### src/rtl/keyed_usage_hash_aggregator_assert.svh
// Assertion macros for the keyed usage hash aggregator.
`ifndef KEYED_USAGE_HASH_AGGREGATOR_ASSERT_SVH
`define KEYED_USAGE_HASH_AGGREGATOR_ASSERT_SVH

// Same-cycle implication, checked on every rising edge outside reset.
`define KHAGG_ASSERT_NOW(label, ante, cons) \
  label: assert property (@(posedge clk) disable iff (rst) (ante) |-> (cons)) \
    else $error("khagg assertion failed");

// Next-cycle implication.
`define KHAGG_ASSERT_NEXT(label, ante, cons) \
  label: assert property (@(posedge clk) disable iff (rst) (ante) |=> (cons)) \
    else $error("khagg assertion failed");

`endif

### src/rtl/khagg_pkg.sv
// Shared types and constants of the keyed usage hash aggregator.
package khagg_pkg;

  localparam int TABLE_SLOTS_DEFAULT = 4096;
  localparam int SLOT_FIELD_W        = 12;

  localparam logic [31:0] HASH_MUL32 = 32'h61C88647;
  localparam logic [63:0] HASH_MUL64 = 64'h61C8864680B583EB;

  localparam logic [1:0] ADDR_GROUP_BY_ROOT_ONLY = 2'd0;

  typedef enum logic [2:0] {
    ST_NEW       = 3'd0,
    ST_SUMMED    = 3'd1,
    ST_SAME      = 3'd2,
    ST_FULL      = 3'd3,
    ST_ZERO_ROOT = 3'd4,
    ST_EMPTY     = 3'd5,
    ST_USED      = 3'd6
  } status_t;

  typedef enum logic [2:0] {
    S_CLEAR,
    S_IDLE,
    S_READ,
    S_HASH,
    S_PROBE,
    S_RESULT
  } state_t;

  typedef struct packed {
    logic                    action;
    logic [63:0]             extent_address;
    logic [63:0]             owner_root;
    logic [63:0]             object_id;
    logic [63:0]             extent_bytes;
    logic [SLOT_FIELD_W-1:0] slot_to_read;
  } item_t;

  typedef struct packed {
    status_t                 status;
    logic [SLOT_FIELD_W-1:0] slot_index;
    logic [63:0]             entry_root;
    logic [63:0]             entry_object;
    logic [63:0]             entry_total;
  } result_t;

  typedef struct packed {
    logic [63:0] root;
    logic [63:0] object;
    logic [63:0] last_extent;
    logic [63:0] total;
  } entry_t;

endpackage

### src/rtl/khagg_hash.sv
// Home slot hash: registered truncated products, XORed on the way out.
module khagg_hash #(
  parameter int TABLE_SLOTS = khagg_pkg::TABLE_SLOTS_DEFAULT,
  localparam int IDX_W = $clog2(TABLE_SLOTS)
) (
  input  logic             clk,
  input  logic             load,
  input  logic [63:0]      root,
  input  logic [63:0]      object,
  output logic [IDX_W-1:0] home
);

  // Low bits of a product depend only on the low bits of its operands.
  localparam logic [IDX_W-1:0] K_ROOT = IDX_W'(khagg_pkg::HASH_MUL32);
  localparam logic [IDX_W-1:0] K_OBJ  = IDX_W'(khagg_pkg::HASH_MUL64);

  logic [IDX_W-1:0] prod_root;
  logic [IDX_W-1:0] prod_obj;

  always_ff @(posedge clk) begin
    if (load) begin
      prod_root <= root[IDX_W-1:0] * K_ROOT;
      prod_obj  <= object[IDX_W-1:0] * K_OBJ;
    end
  end

  assign home = prod_root ^ prod_obj;

endmodule

### config.mk
export PLATFORM = sky130hd
export DESIGN_NAME = khagg_hash
export DESIGN_NICKNAME = d
export VERILOG_FILES = /design/src/rtl/keyed_usage_hash_aggregator_assert.svh /design/src/rtl/khagg_pkg.sv /design/src/rtl/khagg_hash.sv
export SDC_FILE = /design/constraint.sdc
export NUM_CORES = 1
export LEC_CHECK = 0
export BUFFER_PORTS_ARGS = -buffer_cell sky130_fd_sc_hd__buf_2
export CAP_MARGIN = 5
export CORE_MARGIN = 2
export CORE_UTILIZATION = 53
export DETAILED_ROUTE_END_ITERATION = 16
export GPL_ROUTABILITY_DRIVEN = 0
export HOLD_SLACK_MARGIN = 0.05
export PLACE_DENSITY = 0.89
export SYNTH_ARGS = -nofsm -noshare
export SYNTH_HDL_FRONTEND = slang
export SYNTH_SLANG_ARGS = --single-unit
### constraint.sdc
create_clock -name clk -period 8.05 [get_ports clk]
set_input_delay 2.415 -clock clk [delete_from_list [all_inputs] [get_ports clk]]
set_output_delay 2.415 -clock clk [all_outputs]
set_load 0.02 [all_outputs]
# Yosys cells after proc, flatten, opt, wreduce, memory -nomap -nowiden
# Index checks and enable logic that the tools add are counted.
# classes
mul	2
bitwise_logic	1
# ops
op	n
12-bit by 10-bit multiplier with 12-bit output (second input constant)	1
12-bit by 11-bit multiplier with 12-bit output (second input constant)	1
12-bit XOR	1
# totals
regBits	24
input_bits	130
out_inout_bits	12
word_cells	5

# Longest topological paths before layout
# logic_depth
depth_word	1
depth_mapped	14
mapped_depth_nobuf	14

# Worst setup path after synthesis
# OpenSTA, ideal clock, no wires.
# synth_timing
path_type	input to register
start	in object[0]
end	reg prod_obj[10] (data pin)
setup_ns	0.258
arrival_time_ns	5.849
t_required_ns	7.792
setup_slack_ns	1.943
stages	10
n_path_buf	0
cell_sequence	fa_1 -> inv_1 -> fa_1 -> fa_1 -> fa_1 -> inv_1 -> fa_1 -> ha_1 -> o41a_1 -> xor2_1
# synth_between
elab_chain_cells	1
# synth_lines
item	line_no	rtl
start, declared	khagg_hash.sv:9	input logic [63:0] object,
12-bit by 10-bit multiplier with 12-bit output	khagg_hash.sv:23	prod_obj <= object[IDX_W-1:0] * K_OBJ;
end signal, assigned	khagg_hash.sv:23	
end, declared	khagg_hash.sv:18	logic [IDX_W-1:0] prod_obj;
# No other way between the ends.
# A chain may end at the register's enable or synchronous reset.

# Worst setup path after layout
# Ends and elaborated chain as after synthesis.

==> report_table.html <==
<table>
<tr><th>Metric</th><th>Value</th></tr>
<tr><th colspan="2">Place</th></tr>
<tr><td>Number of buffers inserted by port buffering</td><td>37</td></tr>
<tr><td>Instance area after placement</td><td>3510 µm²</td></tr>
<tr><td>Placed instance count</td><td>a little over 400</td></tr>
<tr><td>Worst slack, placed</td><td>1.65 ns</td></tr>
<tr><td>DP Wirelength</td><td>4.94 mm</td></tr>
<tr><th colspan="2">Setup path</th></tr>
<tr><td>Endpoint of the worst setup timing path</td><td>prod_obj[10]$_DFFE_PP_</td></tr>
<tr><td>Type of the worst setup path</td><td>in -&gt; reg</td></tr>
<tr><td>Maximum fanout count along the critical path</td><td>6</td></tr>
<tr><td>Worst Setup End Kind</td><td>register</td></tr>
<tr><td>Critical path startpoint</td><td>object[0]</td></tr>
<tr><td>Required time at the worst-slack endpoint</td><td>8.07 ns</td></tr>
<tr><td>Data arrival, critical path</td><td>about 6.1 ns</td></tr>
<tr><td>Kind of start point of the critical path</td><td>primary input</td></tr>
<tr><th colspan="2">CTS</th></tr>
<tr><td>Root Buffer</td><td>clkbuf_8</td></tr>
<tr><td>TritonCTS Buffers</td><td>3</td></tr>
<tr><td>Setup fix buffers added after clock tree synthesis</td><td>0</td></tr>
<tr><td>Register clock-pin slew on the reported worst setup and hold paths</td><td>0.08 ns</td></tr>
<tr><td>CTS tree</td><td>done</td></tr>
<tr><td>Clock sink count</td><td>24</td></tr>
<tr><td>Number of gates resized after cts</td><td>0</td></tr>
<tr><td>Max clock buf depth</td><td>2</td></tr>
<tr><td>Cts-stage hold buffer count</td><td>0</td></tr>
<tr><td>Number of H-tree branching levels</td><td>1</td></tr>
<tr><th colspan="2">GRT</th></tr>
<tr><td>Maximum number of pins on one net before global-route repair</td><td>25</td></tr>
<tr><td>Number of antenna violations at the first check in global routing</td><td>0</td></tr>
<tr><td>Overall fraction of global-route tracks in use</td><td>0.174</td></tr>
<tr><td>Overflow left after global routing</td><td>0</td></tr>
<tr><td>First-pass GRT wire length</td><td>8.99 mm</td></tr>
<tr><td>Via count of the first global-routing pass</td><td>between 2000 and 2500</td></tr>
<tr><th colspan="2">Die</th></tr>
<tr><td>Die Ht</td><td>82.0 µm</td></tr>
<tr><td>Starting utilization of the core area</td><td>0.545</td></tr>
<tr><td>Area of the die</td><td>6730 µm²</td></tr>
<tr><td>Die span in x</td><td>82.0 µm</td></tr>
<tr><td>Placeable core region</td><td>5920 µm²</td></tr>
<tr><td>Placement row count</td><td>28</td></tr>
<tr><td>Num ports</td><td>142</td></tr>
<tr><th colspan="2">Routing</th></tr>
<tr><td>Vias per cell</td><td>4.88</td></tr>
<tr><td>Residual antenna-violating net count after detailed routing</td><td>0</td></tr>
<tr><td>Drt first-iter violations</td><td>55</td></tr>
<tr><td>Uppermost signal routing layer after detailed routing</td><td>met4</td></tr>
<tr><td>Number of iterations in the first detailed-routing pass</td><td>4</td></tr>
<tr><td>Post-detailed-route wirelength per cell</td><td>12.9 µm</td></tr>
<tr><td>Remaining routing DRC violations</td><td>0</td></tr>
<tr><td>Length of routed wiring on met1</td><td>about 2.3 mm</td></tr>
<tr><td>Met2 Routed Length</td><td>2.79 mm</td></tr>
<tr><td>Total via count in the routed design</td><td>2040</td></tr>
<tr><td>Met3 wire length</td><td>271 µm</td></tr>
<tr><td>Overall routed net length</td><td>5.40 mm</td></tr>
<tr><th colspan="2">Logic synthesis</th></tr>
<tr><td>Net Count, Synth</td><td>around 530</td></tr>
<tr><td>Fraction of the yosys area taken by sequential cells</td><td>0.223</td></tr>
<tr><td>Yosys top cell by area</td><td>ha_1</td></tr>
<tr><td>Mapped Cells</td><td>~300</td></tr>
<tr><td>Netlist area before placement</td><td>3230 µm²</td></tr>
<tr><td>Area fraction of the dominant cell type after synthesis</td><td>0.244</td></tr>
<tr><td>Yosys warnings</td><td>0</td></tr>
<tr><td>Average cell area after synthesis</td><td>10.7 µm²</td></tr>
<tr><td>Largest cells by area after synthesis</td><td>ha_1 24%, fa_1 22%, edfxtp_1 22%</td></tr>
<tr><td>Seq cells post-synth</td><td>24</td></tr>
<tr><td>Number of different library cells in the post-synthesis netlist</td><td>21</td></tr>
<tr><th colspan="2">Cells and area</th></tr>
<tr><td>Final standard cell count with taps included and fillers excluded</td><td>418</td></tr>
<tr><td>Area delta synth-&gt;final</td><td>9.92%</td></tr>
<tr><td>Number of antenna diodes</td><td>0</td></tr>
<tr><td>Fraction of final layout cells sized beyond drive strength 1</td><td>0.122</td></tr>
<tr><td>Final standard cell utilization of the core</td><td>0.599</td></tr>
<tr><td>Final nets</td><td>574</td></tr>
<tr><td>Finished layout cell area</td><td>between 3000 and 4000 µm²</td></tr>
<tr><th colspan="2">Pwr</th></tr>
<tr><td>Final Power</td><td>roughly 1.0 mW</td></tr>
<tr><td>Largest vdd supply drop</td><td>between 200 and 250 µV</td></tr>
<tr><td>Static leakage power</td><td>about 1.8 nW</td></tr>
<tr><td>Pwr/cell area</td><td>289 nW/µm²</td></tr>
<tr><th colspan="2">STA</th></tr>
<tr><td>Final critical path time including I/O delays and setup</td><td>6.11 ns</td></tr>
<tr><td>Least setup slack across all paths after layout</td><td>1.94 ns</td></tr>
<tr><td>Worst hold-check slack</td><td>2.43 ns</td></tr>
<tr><td>Worst-case headroom to the max-slew limit</td><td>0.646</td></tr>
<tr><td>Worst-margin pin slew</td><td>about 0.53 ns</td></tr>
<tr><td>Final total negative setup slack</td><td>0 ns</td></tr>
<tr><td>Maximum frequency from static timing analysis</td><td>164 MHz</td></tr>
<tr><td>Setup Viol. Count Final</td><td>0</td></tr>
<tr><td>Final Max Slew Viols</td><td>0</td></tr>
<tr><td>Crit share post-route</td><td>0.759</td></tr>
<tr><td>Unrepaired setup endpoints after global routing</td><td>no</td></tr>
<tr><td>Count of endpoints failing hold in the final timing report</td><td>0</td></tr>
<tr><th colspan="2">Hold path</th></tr>
<tr><td>Worst hold path class</td><td>in -&gt; reg</td></tr>
<tr><td>Origin of the worst min-delay path</td><td>root[0]</td></tr>
<tr><th colspan="2">Run</th></tr>
<tr><td>Total of max-cap violations</td><td>0</td></tr>
<tr><th colspan="2">Run status</th></tr>
<tr><td>Status</td><td>completed</td></tr>
</table>
worst min path at each step:
stage          cells past startpoint                      to
6_report                           1  prod_root[0]$_DFFE_PP_
5_1_grt                            1  prod_root[0]$_DFFE_PP_
4_1_cts                            1  prod_root[0]$_DFFE_PP_
3_5_place_dp                       1  prod_root[0]$_DFFE_PP_
3_3_place_gp                       1  prod_root[0]$_DFFE_PP_
2_1_floorplan                      0   prod_obj[0]$_DFFE_PP_
sequential cells by signal, indices dropped and copies added (netlist names):
signal,flops
prod_root,12
prod_obj,12
worst max-delay path, stage by stage:
cell and delay (ns):
buf_2 0.15, fa_1 0.58, inv_1 0.07, fa_1 0.52, fa_1 0.52, fa_1 0.54
inv_1 0.05, fa_1 0.45, ha_1 0.25, o41a_1 0.44, xor2_1 0.14
kinds of logic after synthesis:
logic type                 after synthesis  synth area share
and+or+nand+nor                         24            0.0330
xor gates and xnor gates                51             0.138
DFF                                     24             0.223
adders and majority gates               99             0.467
AOI/OAI and AO/OA                       20            0.0391
buffers and inverters                   85            0.0988
synthesized netlist by cell type, drive strengths merged:
cell    number
o211ai       1
inv         85
o21a         1
or4          1
a21boi       1
a21o         2
nand2       10
o21ai        5
nor3         2
xnor2       34
a21oi        8
nor2         7
or2          1
nor2b        3
xor2        17
o311ai       1
fa          36
o41a         1
edfxtp      24
ha          63
report_power, final:
| group | switching (mW) | internal (mW) | leakage (nW) |
|---|---|---|---|
| Clock | 0.0346 | 0.0334 | 0.0216 |
| Sequential | 0.0187 | 0.223 | 0.235 |
| Combinational | 0.388 | 0.326 | 1.54 |
| Total | 0.442 | 0.583 | 1.79 |
area by class of cell:
class / count / area [µm²]
inverter: 85 / 319
fill: 447 / 2370
clock buffer: 3 / 41.3
tap: 75 / 93.8
sequential: 24 / 721
multi-input combinational: 194 / 2190
timing repair buffer: 37 / 185
placed cells by master (no fill, tap or decap), types with 5 or more instances in the layout:
master / Yosys / layout
a21oi_1: 7 / 7
buf_2: 0 / 37
edfxtp_1: 24 / 24
fa_1: 36 / 36
ha_1: 63 / 63
inv_1: 85 / 85
nand2_1: 10 / 10
nor2_1: 7 / 7
o21ai_1: 5 / 5
xnor2_1: 34 / 34
xor2_1: 17 / 17
routing by layer:
layer / vias up / GRT usage
li1: 1029 / -
met1: 976 / 0.218
met2: 31 / 0.311
met3: 4 / 0.0505
met4: 0 / 0.0100
met5: - / 0
Power figures use the tool's default switching activity.
